`src/rtl/hci_h4_pkg.sv`:
```
// ----------------------------------------------------------------------------
// HCI H4 deframer package
// Packet type codes, packet kind codes and the framing state type.
// ----------------------------------------------------------------------------
package hci_h4_pkg;

    localparam int unsigned BYTE_W    = 8;
    localparam int unsigned KIND_W    = 3;
    localparam int unsigned HDR_CNT_W = 3;
    localparam int unsigned LEN_W     = 16;

    // H4 packet type bytes
    localparam logic [BYTE_W-1:0] H4_TYPE_CMD = 8'd1;
    localparam logic [BYTE_W-1:0] H4_TYPE_ACL = 8'd2;
    localparam logic [BYTE_W-1:0] H4_TYPE_SCO = 8'd3;
    localparam logic [BYTE_W-1:0] H4_TYPE_EVT = 8'd4;

    // header bytes following the type byte
    localparam logic [HDR_CNT_W-1:0] ACL_HDR_LEN = 3'd4;
    localparam logic [HDR_CNT_W-1:0] EVT_HDR_LEN = 3'd2;

    typedef enum logic [KIND_W-1:0] {
        KIND_ACL = 3'd0,
        KIND_EVT = 3'd1,
        KIND_SCO = 3'd2,
        KIND_CMD = 3'd3,
        KIND_ERR = 3'd4
    } t_kind;

    typedef enum logic [1:0] {
        PH_IDLE = 2'd0,
        PH_HDR  = 2'd1,
        PH_PAY  = 2'd2
    } t_phase;

endpackage

```
`src/rtl/hci_h4_if.sv`:
```
// ----------------------------------------------------------------------------
// HCI H4 deframer channels
// Valid/ready request channels for received bytes and tagged bytes.
// ----------------------------------------------------------------------------
interface hci_h4_byte_if;
    logic       valid;
    logic       ready;
    logic [7:0] data_byte;

    modport source (output valid, output data_byte, input ready);
    modport sink   (input valid, input data_byte, output ready);
endinterface

interface hci_h4_tag_if;
    logic       valid;
    logic       ready;
    logic [7:0] out_byte;
    logic [2:0] packet_kind;
    logic       first_of_packet;
    logic       last_of_packet;
    logic       in_header;

    modport source (output valid, output out_byte, output packet_kind,
                    output first_of_packet, output last_of_packet,
                    output in_header, input ready);
    modport sink   (input valid, input out_byte, input packet_kind,
                    input first_of_packet, input last_of_packet,
                    input in_header, output ready);
endinterface

```
`src/rtl/hci_h4_packet_deframer_unit.sv`:
```
// An accepted byte's tagged result is registered and presented in the next cycle.
// Throughput: one byte per cycle while the sink takes results; the framing
// counters update in the accept cycle. A result waiting in the output register
// does not block the next byte if the sink takes it in the same cycle.
// Reset (synchronous, active low): idle awaiting a type byte, counters cleared,
// output register empty.
// ----------------------------------------------------------------------------
// HCI H4 packet deframer
// Tags each received byte with packet kind, first/last and header flags.
// ----------------------------------------------------------------------------
module hci_h4_packet_deframer_unit (
    input  logic                i_clk,
    input  logic                i_rst_n,
    hci_h4_byte_if.sink         i_in,
    hci_h4_tag_if.source        o_out
);
    import hci_h4_pkg::*;

    t_phase               r_phase,  n_phase;
    logic [HDR_CNT_W-1:0] r_hdr_left, n_hdr_left;
    t_kind                r_kind,   n_kind;
    logic [BYTE_W-1:0]    r_len_lo, n_len_lo;
    logic [LEN_W-1:0]     r_pay_left, n_pay_left;

    logic                 r_out_valid;
    logic [BYTE_W-1:0]    r_out_byte;
    t_kind                r_out_kind;
    logic                 r_out_first;
    logic                 r_out_last;
    logic                 r_out_hdr;

    logic                 w_accept;
    logic [BYTE_W-1:0]    w_byte;
    logic [LEN_W-1:0]     w_hdr_len;
    logic [LEN_W-1:0]     w_pay_dec;
    logic                 w_hdr_end;
    t_kind                w_start_kind;
    logic                 w_start_last;
    t_kind                w_kind;
    logic                 w_first;
    logic                 w_last;
    logic                 w_hdr;

    assign i_in.ready = !r_out_valid || o_out.ready;
    assign w_accept   = i_in.valid && i_in.ready;
    assign w_byte     = i_in.data_byte;

    assign w_hdr_end = (r_hdr_left <= HDR_CNT_W'(1));
    assign w_hdr_len = (r_kind == KIND_ACL) ? {w_byte, r_len_lo}
                                            : {{(LEN_W-BYTE_W){1'b0}}, w_byte};
    assign w_pay_dec = r_pay_left - LEN_W'(1);

    always_comb begin
        unique case (w_byte)
            H4_TYPE_ACL: begin w_start_kind = KIND_ACL; w_start_last = 1'b0; end
            H4_TYPE_EVT: begin w_start_kind = KIND_EVT; w_start_last = 1'b0; end
            H4_TYPE_SCO: begin w_start_kind = KIND_SCO; w_start_last = 1'b1; end
            H4_TYPE_CMD: begin w_start_kind = KIND_CMD; w_start_last = 1'b1; end
            default:     begin w_start_kind = KIND_ERR; w_start_last = 1'b1; end
        endcase
    end

    // next state
    always_comb begin
        n_phase    = r_phase;
        n_hdr_left = r_hdr_left;
        n_kind     = r_kind;
        n_len_lo   = r_len_lo;
        n_pay_left = r_pay_left;
        unique case (r_phase)
            PH_HDR: begin
                if (r_kind == KIND_ACL && r_hdr_left == HDR_CNT_W'(2)) begin
                    n_len_lo = w_byte;
                end
                if (w_hdr_end) begin
                    n_pay_left = w_hdr_len;
                    n_hdr_left = '0;
                    n_phase    = (w_hdr_len == '0) ? PH_IDLE : PH_PAY;
                end else begin
                    n_hdr_left = r_hdr_left - HDR_CNT_W'(1);
                end
            end
            PH_PAY: begin
                n_pay_left = w_pay_dec;
                if (w_pay_dec == '0) begin
                    n_phase = PH_IDLE;
                end
            end
            default: begin
                n_kind  = w_start_kind;
                n_phase = w_start_last ? PH_IDLE : PH_HDR;
                if (w_start_kind == KIND_ACL) begin
                    n_hdr_left = ACL_HDR_LEN;
                end else if (w_start_kind == KIND_EVT) begin
                    n_hdr_left = EVT_HDR_LEN;
                end
            end
        endcase
    end

    // result fields
    always_comb begin
        unique case (r_phase)
            PH_HDR: begin
                w_kind  = r_kind;
                w_first = 1'b0;
                w_last  = w_hdr_end && (w_hdr_len == '0);
                w_hdr   = 1'b1;
            end
            PH_PAY: begin
                w_kind  = r_kind;
                w_first = 1'b0;
                w_last  = (w_pay_dec == '0);
                w_hdr   = 1'b0;
            end
            default: begin
                w_kind  = w_start_kind;
                w_first = 1'b1;
                w_last  = w_start_last;
                w_hdr   = 1'b1;
            end
        endcase
    end

    always_ff @(posedge i_clk) begin
        if (!i_rst_n) begin
            r_phase     <= PH_IDLE;
            r_hdr_left  <= '0;
            r_kind      <= KIND_ACL;
            r_len_lo    <= '0;
            r_pay_left  <= '0;
            r_out_valid <= 1'b0;
        end else begin
            if (w_accept) begin
                r_phase    <= n_phase;
                r_hdr_left <= n_hdr_left;
                r_kind     <= n_kind;
                r_len_lo   <= n_len_lo;
                r_pay_left <= n_pay_left;
            end
            if (i_in.ready) begin
                r_out_valid <= i_in.valid;
            end
        end
    end

    always_ff @(posedge i_clk) begin
        if (w_accept) begin
            r_out_byte  <= w_byte;
            r_out_kind  <= w_kind;
            r_out_first <= w_first;
            r_out_last  <= w_last;
            r_out_hdr   <= w_hdr;
        end
    end

    assign o_out.valid           = r_out_valid;
    assign o_out.out_byte        = r_out_byte;
    assign o_out.packet_kind     = r_out_kind;
    assign o_out.first_of_packet = r_out_first;
    assign o_out.last_of_packet  = r_out_last;
    assign o_out.in_header       = r_out_hdr;

endmodule
```
`src/flat_wrapper.sv`:
```
// flat-port wrapper written by rule: the top's interface ports become plain ports
module hci_h4_packet_deframer_unit_flat import hci_h4_pkg::*;
  (i_clk, i_rst_n, i_in_valid, i_in_data_byte, i_in_ready, o_out_valid, o_out_out_byte, o_out_packet_kind, o_out_first_of_packet, o_out_last_of_packet, o_out_in_header, o_out_ready);
  hci_h4_byte_if i_in_i ();
  hci_h4_tag_if o_out_i ();
  input  logic i_clk;
  input  logic i_rst_n;
  input wire logic [$bits(i_in_i.valid)-1:0] i_in_valid;
  input wire logic [$bits(i_in_i.data_byte)-1:0] i_in_data_byte;
  output wire logic [$bits(i_in_i.ready)-1:0] i_in_ready;
  output wire logic [$bits(o_out_i.valid)-1:0] o_out_valid;
  output wire logic [$bits(o_out_i.out_byte)-1:0] o_out_out_byte;
  output wire logic [$bits(o_out_i.packet_kind)-1:0] o_out_packet_kind;
  output wire logic [$bits(o_out_i.first_of_packet)-1:0] o_out_first_of_packet;
  output wire logic [$bits(o_out_i.last_of_packet)-1:0] o_out_last_of_packet;
  output wire logic [$bits(o_out_i.in_header)-1:0] o_out_in_header;
  input wire logic [$bits(o_out_i.ready)-1:0] o_out_ready;
  assign i_in_i.valid = i_in_valid;
  assign i_in_i.data_byte = i_in_data_byte;
  assign i_in_ready = i_in_i.ready;
  assign o_out_valid = o_out_i.valid;
  assign o_out_out_byte = o_out_i.out_byte;
  assign o_out_packet_kind = o_out_i.packet_kind;
  assign o_out_first_of_packet = o_out_i.first_of_packet;
  assign o_out_last_of_packet = o_out_i.last_of_packet;
  assign o_out_in_header = o_out_i.in_header;
  assign o_out_i.ready = o_out_ready;
  hci_h4_packet_deframer_unit u_core (.i_clk(i_clk), .i_rst_n(i_rst_n), .i_in(i_in_i), .o_out(o_out_i));
endmodule
```
`config.mk`:
```
export PLATFORM = sky130hd
export DESIGN_NAME = hci_h4_packet_deframer_unit_flat
export DESIGN_NICKNAME = d
export VERILOG_FILES = /design/src/rtl/hci_h4_pkg.sv /design/src/rtl/hci_h4_if.sv /design/src/rtl/hci_h4_packet_deframer_unit.sv /design/src/flat_wrapper.sv
export SDC_FILE = /design/constraint.sdc
export NUM_CORES = 1
export LEC_CHECK = 0
export BUFFER_PORTS_ARGS = -buffer_cell sky130_fd_sc_hd__buf_2
export CAP_MARGIN = 20
export CORE_UTILIZATION = 59
export CTS_CLUSTER_DIAMETER = 60
export DETAILED_ROUTE_END_ITERATION = 7
export GPL_TIMING_DRIVEN = 1
export HOLD_SLACK_MARGIN = 0.15
export PLACE_DENSITY = 0.91
export REMOVE_ABC_BUFFERS = 1
export SYNTH_ARGS = -nofsm -noshare
export SYNTH_HDL_FRONTEND = slang
export SYNTH_SLANG_ARGS = --single-unit
```
`constraint.sdc`:
```
create_clock -name i_clk -period 2.56 [get_ports i_clk]
set_input_delay 0.128 -clock i_clk [delete_from_list [all_inputs] [get_ports i_clk]]
set_output_delay 0.128 -clock i_clk [all_outputs]
set_load 0.02 [all_outputs]
```
==> results.json <==
{
  "p_leak_nw": 1.21,
  "ys_top_cells_by_area": "dfxtp_1 (23%), edfxtp_1 (15%), mux2i_1 (5.7%)",
  "cts_tree": "built",
  "fin_crit_sh_pct": 90.9,
  "cts.sinks": 47,
  "clock_tree.root_cell": "clkbuf_8",
  "netlist_top_cells_count": "dfxtp_1 (33), nand2_1 (28), nor2_1 (22), a21oi_1 (18), mux2i_1 (16)",
  "ys_types": 66,
  "worstPathArrival_ps": 2500,
  "synth_seq_cells": 47,
  "drive_gt1_share_pct": 18.7,
  "clkSlewWorstSetupHoldPaths_ps": 100,
  "wirelength_um": 7080,
  "final_cell_area_um2": 3180,
  "vdd_drop_max_uv": 248,
  "first_pass_iters": 8,
  "grt_overflow": 0,
  "via_count": 2571,
  "clockBufferDepth": 2,
  "failed_checks": "design-rule violations",
  "tns_ps": 0,
  "area_growth_pct": 12.9,
  "clock_latency_ps": 310,
  "portBuffers": 27,
  "gp_congestion": 1.06,
  "tightest_slew_ps": 738,
  "crit_path_end_kind": "register",
  "power.total_mw": 1.41,
  "grt_pass1_vias": 2409,
  "nFillCells": 311,
  "cap_violations": 0,
  "postCtsSetupBuffers": 0,
  "grt_usage_pct": 29.0,
  "drt.antenna.violating_nets": 0,
  "first_iter_violations": 424,
  "synth_ff_type": "dfxtp_1",
  "fin_util_pct": 71.0,
  "worstPathRequired_ps": 2730,
  "synth.yosys.seq_area_share_pct": 38.4,
  "startpoint": "u_core.r_pay_left[1]$_SDFFE_PN0P_",
  "cts_buffers": 5,
  "hold_viol": 0,
  "rsz0062_at_grt": "false",
  "dpl.hpwl_um": 4750,
  "max_slew_margin_pct": 50.5,
  "remaining_drc_errors": 2,
  "die_area_um2": 5050,
  "yosysWarnings": 0,
  "power_density_nw_per_um2": 444,
  "die_y_um": 71.1,
  "htree_num_levels": 2,
  "setup.worst_path.start_class": "register",
  "synthArstFlopShare_pct": 0,
  "avgSynthCellArea_um2": 8.99,
  "synth_top_cell_area_share_pct": 23.5,
  "syn_inst": 313,
  "grt_max_degree": 35,
  "core-area_um2": 4470,
  "initial_core_util_pct": 62.9,
  "fmax_mhz": 430,
  "final_nets": 361,
  "grt_first_pass_wirelength_um": 11400,
  "layout_min_cycle_time_ps": 2330,
  "synth_edf_count": 14,
  "worstReg2RegStart": "u_core.r_pay_left[1]$_SDFFE_PN0P_",
  "outcome": "finished, violations left",
  "diodes": 0,
  "min-delay-start": "i_in_data_byte[1]",
  "yosysMostFrequentCell": "dfxtp_1",
  "place_area_um2": 3000,
  "crit_type": "register to register",
  "antenna_found_initial": 0,
  "holdWs_ps": 179,
  "setup_viol": 0,
  "yosys.area.top_type": "dfxtp_1",
  "wl_per_cell_um": 17.9,
  "syn-cell-area_um2": 2810,
  "die_w_um": 71.1,
  "ioPinCount": 28,
  "drv_slew": 0,
  "worstPathMaxFanout": 6,
  "finalClockSkew_ps": 8.59,
  "viasPerCell": 6.51,
  "hold_class": "primary input to register",
  "rows": 24
}
-- final timing paths --
kind                                           end  slack [ps]  cells past startpoint
max          u_core.o_out.last_of_packet$_DFFE_PP_         230                      8
min             u_core.o_out.out_byte[1]$_DFFE_PP_         180                      1
max reg2reg  u_core.o_out.last_of_packet$_DFFE_PP_         230                      8
min reg2reg         u_core.r_phase[0]$_SDFFE_PN0P_         500                      2
-- stage by stage --
| step | cells | setup slack [ps] |
|---|---|---|
| global placement | 380 | 307 |
| global route | 395 | 50.6 |
| detailed placement | 380 | 133 |
| CTS | 395 | 87.9 |
| floorplan | 292 | 212 |
| finish | 395 | 232 |
-- power breakdown --
part           internal, mW  total [mW]  switching, mW  leakage [nW]
logic                0.0594       0.157         0.0973         0.776
clock network         0.199       0.470          0.271        0.0452
registers             0.779       0.784        0.00496         0.391
-- what timing repair did --
action / CTS / global route
gates resized for setup: 0 / 3
endpoints found under the hold margin: 6 / 0
endpoints found under the setup margin: 0 / 3
hold buffers: 7 / 0
-- area by class of cell --
class | count | area, um^2 | share of cell area, %
Timing Repair Buffer | 43 | 273 | 8.59
Clock inverter | 3 | 25.0 | 0.788
Clock buffer | 5 | 68.8 | 2.17
Inverter | 14 | 52.6 | 1.65
Tap cell | 52 | 65.1 | 2.05
Multi-Input combinational cell | 231 | 1610 | 50.7
Sequential cell | 47 | 1080 | 34.0
-- state kept, by name (all words and copies together), names as in the netlist --
name and count:
u_core.o_out.last_of_packet 1, u_core.r_phase 2, u_core.o_out.valid 1, u_core.r_kind 3, u_core.r_len_lo 8, u_core.o_out.out_byte 8
u_core.o_out.in_header 1, u_core.r_pay_left 16, u_core.r_hdr_left 3, u_core.o_out.packet_kind 3, u_core.o_out.first_of_packet 1
-- cells by family (layout without fill, tap and decap cells) --
| kind of cell | Yosys count | in the layout | share of synthesized area, % |
|---|---|---|---|
| AND/OR/NAND/NOR | 120 | 120 | 24.8 |
| AO/OA/AOI/OAI | 80 | 80 | 20.5 |
| flip-flops | 47 | 47 | 38.4 |
| buffers and inverters | 35 | 65 | 4.89 |
| multiplexers | 17 | 17 | 6.09 |
| adder cells (fa/ha/maj) | 7 | 7 | 3.11 |
| XOR/XNOR | 7 | 7 | 2.18 |
-- per-layer routing --
layer,GRT usage (%),routed length (um),part of all wire (%),up-vias
met4,11.8,211,3.0,0
met1,35.2,2790,39,1206
met2,50.5,3530,50,151
met3,5.70,544,7.7,19
li1,-,-,-,1195
met5,0,0,0,-
-- cells in the final DEF, fill, tap and decap left out, types with 4 or more instances in the layout --
cell type	count
xnor2_1	6
nor4_1	4
buf_4	9
nor3_1	6
clkbuf_8	5
inv_1	13
edfxtp_1	14
a21oi_1	18
ha_1	7
nand2_1	28
dlygate4sd3_1	7
nor2_1	22
and2_1	9
nor3b_1	7
or3_1	4
o22ai_1	4
buf_2	27
nor2b_1	14
mux2i_1	16
o21ai_0	14
nand4_1	4
dfxtp_1	33
-- worst max-delay path, stage by stage (launching register included) --
cell	delay, ps
dfxtp_1	370
inv_1	100
ha_1	290
or3b_4	470
nor4b_2	300
a211oi_1	130
a2111oi_4	290
nand2_1	100
a21oi_1	150
(Power assumes the default switching activity.)
